## config.mk

```make
export PLATFORM = sky130hd
export DESIGN_NAME = daily_alarm_and_oneshot_timer_top
export DESIGN_NICKNAME = d
export VERILOG_FILES = /design/src/rtl/daot_pkg.sv /design/src/rtl/daot_day_split.sv /design/src/rtl/daily_alarm_and_oneshot_timer_top.sv
export SDC_FILE = /design/constraint.sdc
export NUM_CORES = 2
export LEC_CHECK = 0
export ABC_AREA = 0
export BUFFER_PORTS_ARGS = -buffer_cell sky130_fd_sc_hd__buf_4
export CAP_MARGIN = 20
export CORE_UTILIZATION = 45
export DETAILED_ROUTE_END_ITERATION = 10
export GPL_ROUTABILITY_DRIVEN = 0
export PLACE_DENSITY = 0.7
export SLEW_MARGIN = 20
export SYNTH_ARGS = -nofsm -noshare
export SYNTH_HDL_FRONTEND = slang
export SYNTH_SLANG_ARGS = --single-unit
export TNS_END_PERCENT = 5
```

## constraint.sdc

```tcl
create_clock -name clk_i -period 11.95 [get_ports clk_i]
set_input_delay 1.195 -clock clk_i [delete_from_list [all_inputs] [get_ports clk_i]]
set_output_delay 1.195 -clock clk_i [all_outputs]
set_load 0.02 [all_outputs]
```

## src/rtl/daot_pkg.sv

```systemverilog
// Shared constants and types of the daily alarm and one-shot timer.
package daot_pkg;

  // Request codes
  localparam logic [1:0] REQ_POLL   = 2'd0;
  localparam logic [1:0] REQ_ARM    = 2'd1;
  localparam logic [1:0] REQ_CANCEL = 2'd2;

  // Configuration register indexes
  localparam logic [1:0] CFG_TZ       = 2'd0;
  localparam logic [1:0] CFG_ALARM_ON = 2'd1;
  localparam logic [1:0] CFG_HOUR     = 2'd2;
  localparam logic [1:0] CFG_MINUTE   = 2'd3;

  // Time constants
  localparam logic [16:0] SEC_PER_DAY  = 17'd86400;
  localparam logic [16:0] SEC_PER_HOUR = 17'd3600;
  localparam logic [16:0] SEC_PER_MIN  = 17'd60;
  localparam logic [4:0]  HOUR_MAX     = 5'd23;
  localparam logic [5:0]  MINUTE_MAX   = 6'd59;

  // Offset clamp, in minutes
  localparam logic signed [10:0] TZ_LOW  = -11'sd720;
  localparam logic signed [10:0] TZ_HIGH = 11'sd840;

  // 86400 = 128 * 675; the odd part is divided by a truncated reciprocal
  localparam logic [9:0]  DAY_ODD     = 10'd675;
  localparam logic [23:0] DAY_RECIP   = 24'd12725829; // floor(2^33 / 675)
  localparam int          RECIP_SHIFT = 33;

  // Day value that no poll can produce
  localparam logic signed [23:0] LAST_DAY_RESET = 24'sh800000;

  // Request data that rides along the day split
  typedef struct packed {
    logic [1:0]  req;
    logic        poll;   // poll with a positive time
    logic [38:0] now;
    logic [38:0] due;    // already clamped at zero
  } side_t;

  // Into the day split: shifted local time, split into odd part and low bits
  typedef struct packed {
    side_t       side;
    logic [32:0] x;
    logic [6:0]  low7;
  } split_in_t;

  // Out of the day split: local day and second of the day
  typedef struct packed {
    side_t              side;
    logic signed [23:0] day;
    logic [16:0]        rem;
  } split_out_t;

endpackage

```

## src/rtl/daot_day_split.sv

```systemverilog
// Three-stage pipeline that splits a shifted local time into day and second of day.
module daot_day_split import daot_pkg::*; (
  input  logic       clk_i,
  input  logic       rst_ni,
  input  logic       in_valid_i,
  output logic       in_ready_o,
  input  split_in_t  in_i,
  output logic       out_valid_o,
  input  logic       out_ready_i,
  output split_out_t out_o
);

  logic        v1_q, v2_q, v3_q;
  logic        rdy1, rdy2, rdy3;
  split_in_t   s1_q;
  side_t       side2_q;
  logic [32:0] x2_q;
  logic [6:0]  low2_q;
  logic [23:0] qe2_q;
  split_out_t  s3_q;

  logic [56:0] prod;
  logic [32:0] qx;
  logic [32:0] diff;
  logic [10:0] r0;
  logic [9:0]  r;
  logic [23:0] q;
  split_out_t  s3_d;

  // Per-stage ready: a stage moves when empty or when the next one moves
  assign rdy3 = !v3_q || out_ready_i;
  assign rdy2 = !v2_q || rdy3;
  assign rdy1 = !v1_q || rdy2;
  assign in_ready_o = rdy1;

  // Reciprocal estimate of x / 675, low by at most one
  assign prod = 57'(s1_q.x) * 57'(DAY_RECIP);

  // Correction: one compare and subtract on the remainder
  always_comb begin
    qx   = 33'(qe2_q) * 33'(DAY_ODD);
    diff = x2_q - qx;
    r0   = diff[10:0];
    if (r0 >= 11'(DAY_ODD)) begin
      q = qe2_q + 24'd1;
      r = 10'(r0 - 11'(DAY_ODD));
    end else begin
      q = qe2_q;
      r = r0[9:0];
    end
    // One day was added ahead of the split to keep the value positive
    s3_d.side = side2_q;
    s3_d.day  = $signed(q - 24'd1);
    s3_d.rem  = {r, low2_q};
  end

  // Valid bits
  always_ff @(posedge clk_i or negedge rst_ni) begin
    if (!rst_ni) begin
      v1_q <= 1'b0;
      v2_q <= 1'b0;
      v3_q <= 1'b0;
    end else begin
      if (rdy1) v1_q <= in_valid_i;
      if (rdy2) v2_q <= v1_q;
      if (rdy3) v3_q <= v2_q;
    end
  end

  // Stage data
  always_ff @(posedge clk_i) begin
    if (rdy1 && in_valid_i) s1_q <= in_i;
    if (rdy2 && v1_q) begin
      side2_q <= s1_q.side;
      x2_q    <= s1_q.x;
      low2_q  <= s1_q.low7;
      qe2_q   <= prod[RECIP_SHIFT +: 24];
    end
    if (rdy3 && v2_q) s3_q <= s3_d;
  end

  assign out_valid_o = v3_q;
  assign out_o       = s3_q;

endmodule

```

## src/rtl/daily_alarm_and_oneshot_timer_top.sv

```systemverilog
// Top level of the daily alarm and one-shot timer.
// One request word is taken per cycle while in_stall_o is low and gives exactly one
// result word, which passes through an input register, a stage holding the
// 33 by 24 bit reciprocal multiply that divides the local time by the day length,
// a correction stage, and the output register, where the timer due time and the
// last alarm day are read and updated in request order. Polls with a time of zero
// or less, arm and cancel requests, and the unused request code all return a word
// with both flags low. The offset register is used saturated to -720..840 minutes;
// an alarm hour above 23 or minute above 59 never matches. Configuration must be
// written only while no request is in flight; the block itself does not enforce this.
module daily_alarm_and_oneshot_timer_top import daot_pkg::*; (
  input  logic        clk_i,
  input  logic        rst_ni,
  input  logic        in_valid_i,
  output logic        in_stall_o,
  input  logic [1:0]  req_type_i,
  input  logic [39:0] now_seconds_i,
  input  logic [39:0] due_seconds_i,
  output logic        out_valid_o,
  input  logic        out_stall_i,
  output logic        timer_fired_o,
  output logic        alarm_fired_o,
  input  logic        cfg_we_i,
  input  logic [1:0]  cfg_index_i,
  input  logic [10:0] cfg_wdata_i
);

  logic signed [10:0] tz_q;
  logic               alarm_on_q;
  logic [4:0]         hour_q;
  logic [5:0]         minute_q;

  logic [38:0]        timer_due_q, timer_due_d;
  logic signed [23:0] last_day_q, last_day_d;
  logic               out_valid_q;
  logic               timer_fired_q, timer_fired_d;
  logic               alarm_fired_q, alarm_fired_d;

  logic signed [10:0] tz_c;
  logic [16:0]        tz_ext;
  logic [16:0]        tz60;
  logic [40:0]        local_u;
  split_in_t          split_in;
  logic               split_ready;
  logic               fin_valid;
  logic               fin_ready;
  split_out_t         fin;
  logic [16:0]        target;
  logic               set_ok;
  logic               in_window;

  // Configuration registers
  always_ff @(posedge clk_i or negedge rst_ni) begin
    if (!rst_ni) begin
      tz_q       <= '0;
      alarm_on_q <= 1'b0;
      hour_q     <= '0;
      minute_q   <= '0;
    end else if (cfg_we_i) begin
      case (cfg_index_i)
        CFG_TZ:       tz_q       <= $signed(cfg_wdata_i);
        CFG_ALARM_ON: alarm_on_q <= cfg_wdata_i[0];
        CFG_HOUR:     hour_q     <= cfg_wdata_i[4:0];
        CFG_MINUTE:   minute_q   <= cfg_wdata_i[5:0];
        default: ;
      endcase
    end
  end

  // Saturated offset in seconds, then local time plus one day so it stays positive
  always_comb begin
    if (tz_q < TZ_LOW) begin
      tz_c = TZ_LOW;
    end else if (tz_q > TZ_HIGH) begin
      tz_c = TZ_HIGH;
    end else begin
      tz_c = tz_q;
    end
    tz_ext  = {{6{tz_c[10]}}, tz_c};
    tz60    = (tz_ext << 6) - (tz_ext << 2);
    local_u = {now_seconds_i[39], now_seconds_i} + {{24{tz60[16]}}, tz60}
            + 41'(SEC_PER_DAY);

    split_in.side.req  = req_type_i;
    split_in.side.poll = !now_seconds_i[39] && (|now_seconds_i[38:0]);
    split_in.side.now  = now_seconds_i[38:0];
    split_in.side.due  = due_seconds_i[39] ? 39'd0 : due_seconds_i[38:0];
    split_in.x         = local_u[39:7];
    split_in.low7      = local_u[6:0];
  end

  assign in_stall_o = !split_ready;

  daot_day_split u_split (
    .clk_i       (clk_i),
    .rst_ni      (rst_ni),
    .in_valid_i  (in_valid_i),
    .in_ready_o  (split_ready),
    .in_i        (split_in),
    .out_valid_o (fin_valid),
    .out_ready_i (fin_ready),
    .out_o       (fin)
  );

  assign fin_ready = !out_valid_q || !out_stall_i;

  // Alarm window: the sixty seconds that start at the set hour and minute
  assign set_ok    = (hour_q <= HOUR_MAX) && (minute_q <= MINUTE_MAX);
  assign target    = 17'(hour_q) * SEC_PER_HOUR + 17'(minute_q) * SEC_PER_MIN;
  assign in_window = (fin.rem >= target) && (fin.rem < target + SEC_PER_MIN);

  // Timer and alarm state, updated in request order
  always_comb begin
    timer_due_d   = timer_due_q;
    last_day_d    = last_day_q;
    timer_fired_d = 1'b0;
    alarm_fired_d = 1'b0;
    case (fin.side.req)
      REQ_ARM:    timer_due_d = fin.side.due;
      REQ_CANCEL: timer_due_d = '0;
      REQ_POLL: begin
        if (fin.side.poll) begin
          if ((timer_due_q != '0) && (fin.side.now >= timer_due_q)) begin
            timer_due_d   = '0;
            timer_fired_d = 1'b1;
          end
          if (alarm_on_q && set_ok && in_window && (fin.day != last_day_q)) begin
            last_day_d    = fin.day;
            alarm_fired_d = 1'b1;
          end
        end
      end
      default: ;
    endcase
  end

  always_ff @(posedge clk_i or negedge rst_ni) begin
    if (!rst_ni) begin
      timer_due_q   <= '0;
      last_day_q    <= LAST_DAY_RESET;
      out_valid_q   <= 1'b0;
      timer_fired_q <= 1'b0;
      alarm_fired_q <= 1'b0;
    end else if (fin_ready) begin
      out_valid_q <= fin_valid;
      if (fin_valid) begin
        timer_due_q   <= timer_due_d;
        last_day_q    <= last_day_d;
        timer_fired_q <= timer_fired_d;
        alarm_fired_q <= alarm_fired_d;
      end
    end
  end

  assign out_valid_o   = out_valid_q;
  assign timer_fired_o = timer_fired_q;
  assign alarm_fired_o = alarm_fired_q;

endmodule

```

# Word-level counts from Yosys, hierarchy flattened
# Cells that the tools add are included.
word_totals:
  reg_bits: 458
  in_bits: 100
  output_inout_bits: 4
classes:
  add_sub_neg: 9
  mul: 4
  magnitude_cmp: 8
  n_eq_ne: 8
  muxes: 13
  n_reduce_logical: 33
op_table:
  columns: ["operator", "n"]
  rows:
  - ["$pmux 39 s3", 1]
  - ["$mux 39", 2]
  - ["$mul 33x24->57 const B", 1]
  - ["$add 40x17->40", 1]
  - ["$add 40x17->40 const B", 1]
  - ["$ge 39x39->1", 1]
  - ["$reduce_bool 39->1", 1]
  - ["$reduce_or 39->1", 1]
  - ["$add 24x1->24 const B", 1]
  - ["$mul 24x10->11 const B", 1]
  - ["$mux 24", 1]
  - ["$ne 24x24->1", 1]
  - ["$sub 24x1->24 const B", 1]
  - ["$mux 11", 2]
  - ["$add 17x12->17", 1]
  - ["$add 17x6->17 const B", 1]
  - ["$ge 17x17->1", 1]
  - ["$lt 17x17->1", 1]
  - ["$sub 17x17->17", 1]
  - ["$mul 5x8->13 const B", 1]
  - ["$ge 11x10->1 const B", 1]
  - ["$gt 11x11->1 const B", 1]
  - ["$lt 11x11->1 const B", 1]
  - ["$sub 11x11->11", 1]
  - ["other kinds (17)", 49]

# Depth between registers and ports, before layout
depth:
  word_depth: 10
  mapped_depth: 28
  ltp_nobuf: 27

# By module
# From an unflattened synthesis, not the netlist that was laid out.
unflattened:
  cells_unflattened: 3111
  hier_area_um2: 36349.9
by_module_without_submodules:
  columns: ["mod", "n_inst", "cells_per_inst", "area_each_um2", "seq_area_each_um2"]
  rows:
  - ["daot_day_split", 1, 1969, 25853.5, 11065.6]
  - ["daily_alarm_and_oneshot_timer_top", 1, 1142, 10496.3, 2228.4]

# Worst setup path before layout
# Ideal clock, no wire load.
synth_timing:
  path_type: "input port to flip-flop"
  startpoint: "input out_stall_i"
  endpoint: "register u_split.s3_q, in the netlist u_split.out_o[0], enable pin"
  arrival_time_ps: 6685
  required_time_ps: 11335
  path_slack_ps: 4650
  path_stages: 2
  path_cell_list: "and3_1 > nor2b_1"
synth_via:
  elab_chain_len: 4
synth_lines:
  columns: ["element", "line", "rtl"]
  rows:
  - ["from (decl)", "daily_alarm_and_oneshot_timer_top.sv:20", "input logic out_stall_i,"]
  - ["$logic_not 1->1", "daily_alarm_and_oneshot_timer_top.sv:105", "assign fin_ready = !out_valid_q || !out_stall_i;"]
  - ["$logic_or 1x1->1", "daily_alarm_and_oneshot_timer_top.sv:105", null]
  - ["$logic_or 1x1->1", "daot_day_split.sv:31", "assign rdy3 = !v3_q || out_ready_i;"]
  - ["$logic_and 1x1->1", "daot_day_split.sv:79", "if (rdy3 && v2_q) s3_q <= s3_d;"]
  - ["to (signal assigned)", "daot_day_split.sv:79", null]
  - ["to (decl)", "daot_day_split.sv:20", "split_out_t s3_q;"]
# No other way between the ends.
# A chain may end at the register's enable or synchronous reset.

==> flow_summary_export.csv <==
group,metric,value,unit
outcome,status,"completed",
clocking,ctsResizeCount,0,
timing,period_minus_slack,7285,ps
timing,slew_headroom,0.1443,
global_route,antenna_found_initial,0,
timing,rsz0062_at_grt,"no",
die,dieArea,0.07965,mm^2
die,die_x,282.2,um
clocking,clk_pin_slew,60,ps
die,num_io_pins,104,
yosys,syn_nets,3924,
finish,n_fill_cell,6844,
drt,routed_via_density,5.248,
global_route,grt_max_degree,80,
yosys,synth-edff-count,360,
global_route,track_usage,0.1901,
timing,max_slew.worst_pin.slew,1272,ps
worst_setup_path,cp-start-kind,"flop",
timing,fin_crit_sh,0.6097,
clocking,cts_sinks,452,
clocking,ctsHoldBuffers,0,
yosys,async_flop_share,0.2035,
clocking,htree_levels,2,
finish,regArea,0.01311,mm^2
die,initial_core_util,0.4554,
worst_setup_path,crit_arrival,7620,ps
worst_hold_path,hold_depth,0,
worst_setup_path,r2r-end,"u_split.out_o[37]",
yosys,ys_ff_latch,452,
worst_setup_path,criticalPathCategory,"flop to flop",
yosys,synth_seq_area_share,0.3711,
worst_setup_path,critPathMaxFanout,19,
worst_hold_path,hp-class,"flop to flop",
finish,diodes,0,
drt,routed_wirelength,74320,um
worst_setup_path,worstPathRequired,12280,ps
die,core,0.07759,mm^2
worst_setup_path,endpoint,"u_split.out_o[37]",
worst_setup_path,startpoint,"u_split.qe2_q[2]",
global_route,grt_pass1_wl,119200,um
flow_run,cap_violations,0,
worst_setup_path,reg2reg_depth,19,
clocking,cts-root-buf,"clkbuf_16",
worst_setup_path,crit-reg2reg-launch,"u_split.qe2_q[2]",
finish,syn_to_final_growth,10.50,%
timing,max_freq,137.3,MHz
placed_design,port_buffers,103,
drt,final_antenna_net_count,0,
worst_setup_path,endpoint_kind,"flop",
yosys,synth_area,0.03534,mm^2
clocking,cts.path.max_buffers,3,
finish,multi_input_area,0.02025,mm^2
drt,post_drt_wl_per_cell,17.76,um
yosys,syn_inst,2979,
timing,fin_skew,22.45,ps
worst_setup_path,r2r_slack,4660,ps
global_route,grt_overflow,0,
yosys,syn_area_per_cell,11.86,um^2
die,rows,102,
timing,setup_viol,0,
timing,setup_tns,0,ps
drt,drt_drc_violations_left,0,
clocking,cts_tree,"done",
yosys,yosysUniqueCellTypes,81,
timing,slew_viol_final,0,
yosys,synthFlopType,"edfxtp_1",
clocking,clk_latency,600,ps
timing,hold_violations,0,
finish,drive_above_1_share,0.08585,
clocking,post_cts_buffers,0,
drt,drt-pass1-iter-count,5,
clocking,cts_buffers,49,
yosys,yosys_warnings,0,
placed_design,place_hpwl,58700,um
finish,fin_nets,4049,
drt,vias,21963,
die,die_h,282.2,um
global_route,grt_pass1_vias,22003,
drt,drt-initial-drc-count,1374,
## how the worst min path moves through the flow
stage                            from            endpoint  slack, ps
CTS                  u_split.s1_q[51]    u_split.s3_d[52]        400
global route        u_split.s3_d[102]  u_split.out_o[102]        410
global placement    u_split.s3_d[119]  u_split.out_o[119]        400
detailed placement  u_split.s3_d[119]  u_split.out_o[119]        400
floorplan             u_split.s1_q[0]   u_split.low2_q[0]        400
finish               u_split.s1_q[51]    u_split.s3_d[52]        410
## cells in the final DEF (no fill, tap or decap), types with 25 or more instances in the layout
master,n
nand4_1,36
mux2_2,46
xor2_1,58
a21oi_1,100
nand2_1,92
o21ai_0,74
o21a_1,28
nor3_1,31
inv_1,489
ha_1,597
nor2_1,76
xnor2_1,135
nand3_1,30
buf_4,114
fa_1,248
dfrtp_1,91
nor4_1,26
a22o_1,40
a21o_1,74
and3_1,25
edfxtp_1,360
clkbuf_16,49
nor2b_1,61
nand2b_1,26
## critical path, stage by stage, from the launching register on
cell and delay [ps]:
edfxtp_1 590, ha_1 390, ha_1 280, inv_1 50, fa_1 500, fa_1 510
fa_1 490, ha_1 380, a211o_1 300, a211oi_1 370, a221o_1 700, and2_1 670
xnor2_1 210, ha_1 290, o21ai_0 120, o22ai_1 200, nand4b_1 240, or2_1 370
o32ai_2 250, xor2_1 90
## metrics by stage
step                hold slack, ps  cell area (um^2)  utilization  cells  worst slack [ps]
finish                       408.0             39050       0.5032   4185              4665
global route                 413.9             39050       0.5032   4185              4182
CTS                          401.7             39020       0.5029   4184              4727
detailed placement           404.5             37350       0.4814   4092              4754
global placement             400.2             37350       0.4814   4092              4886
floorplan                    400.3             35340            -   2979              4650
## layer usage
metal,part of all wire,up-vias,track usage
li1,-,10668,-
met2,0.45,462,0.2960
met1,0.48,10741,0.2774
met3,0.052,92,0.02924
met5,0,-,0
met4,0.021,0,0.04657
## logic make-up (layout without fill, tap and decap cells)
group	Yosys count	in the layout	share of synthesized area
AND/OR/NAND/NOR	453	453	0.06724
AO/OA/AOI/OAI	451	451	0.08785
buffers and inverters	530	696	0.05683
multiplexers	54	54	0.01696
flip-flops	452	452	0.3711
XOR/XNOR	193	193	0.04784
adder cells (fa/ha/maj)	846	846	0.3522
## synthesized netlist by cell type (all sizes together), types with 47 or more instances
cell / instances / area [um^2]
mux2: 47 / 529.3
ha: 597 / 7470
a21oi: 104 / 535.5
fa: 248 / 4965
nor2: 76 / 285.3
edfxtp: 360 / 10810
dfrtp: 91 / 2277
nand2: 93 / 351.6
xnor2: 135 / 1182
a21o: 74 / 555.5
nor2b: 62 / 387.9
xor2: 58 / 508.0
o21ai: 79 / 395.4
inv: 489 / 1836
## state kept, by name, summed over array words and instances (netlist names), 5 cells and up
signal and count:
last_day_q 24, hour_q 5, timer_due_q 39, u_split.x2_q 11
u_split.low2_q 7, u_split.s1_q 119, u_split.out_o 120, tz_q 11
minute_q 6, u_split.qe2_q 24, u_split.s3_d 79
## final cells by class
cell class                      count  share of cell area
Multi-Input combinational cell   1997              0.5186
Sequential cell                   452              0.3359
Inverter                          489             0.04701
Clock buffer                       65             0.03422
Tap cell                         1040             0.03333
Timing Repair Buffer              115             0.02262
Clock inverter                     27            0.008396
Power is not shown: default switching activity piles up to over one toggle a cycle in this logic, so the estimate is an artifact.
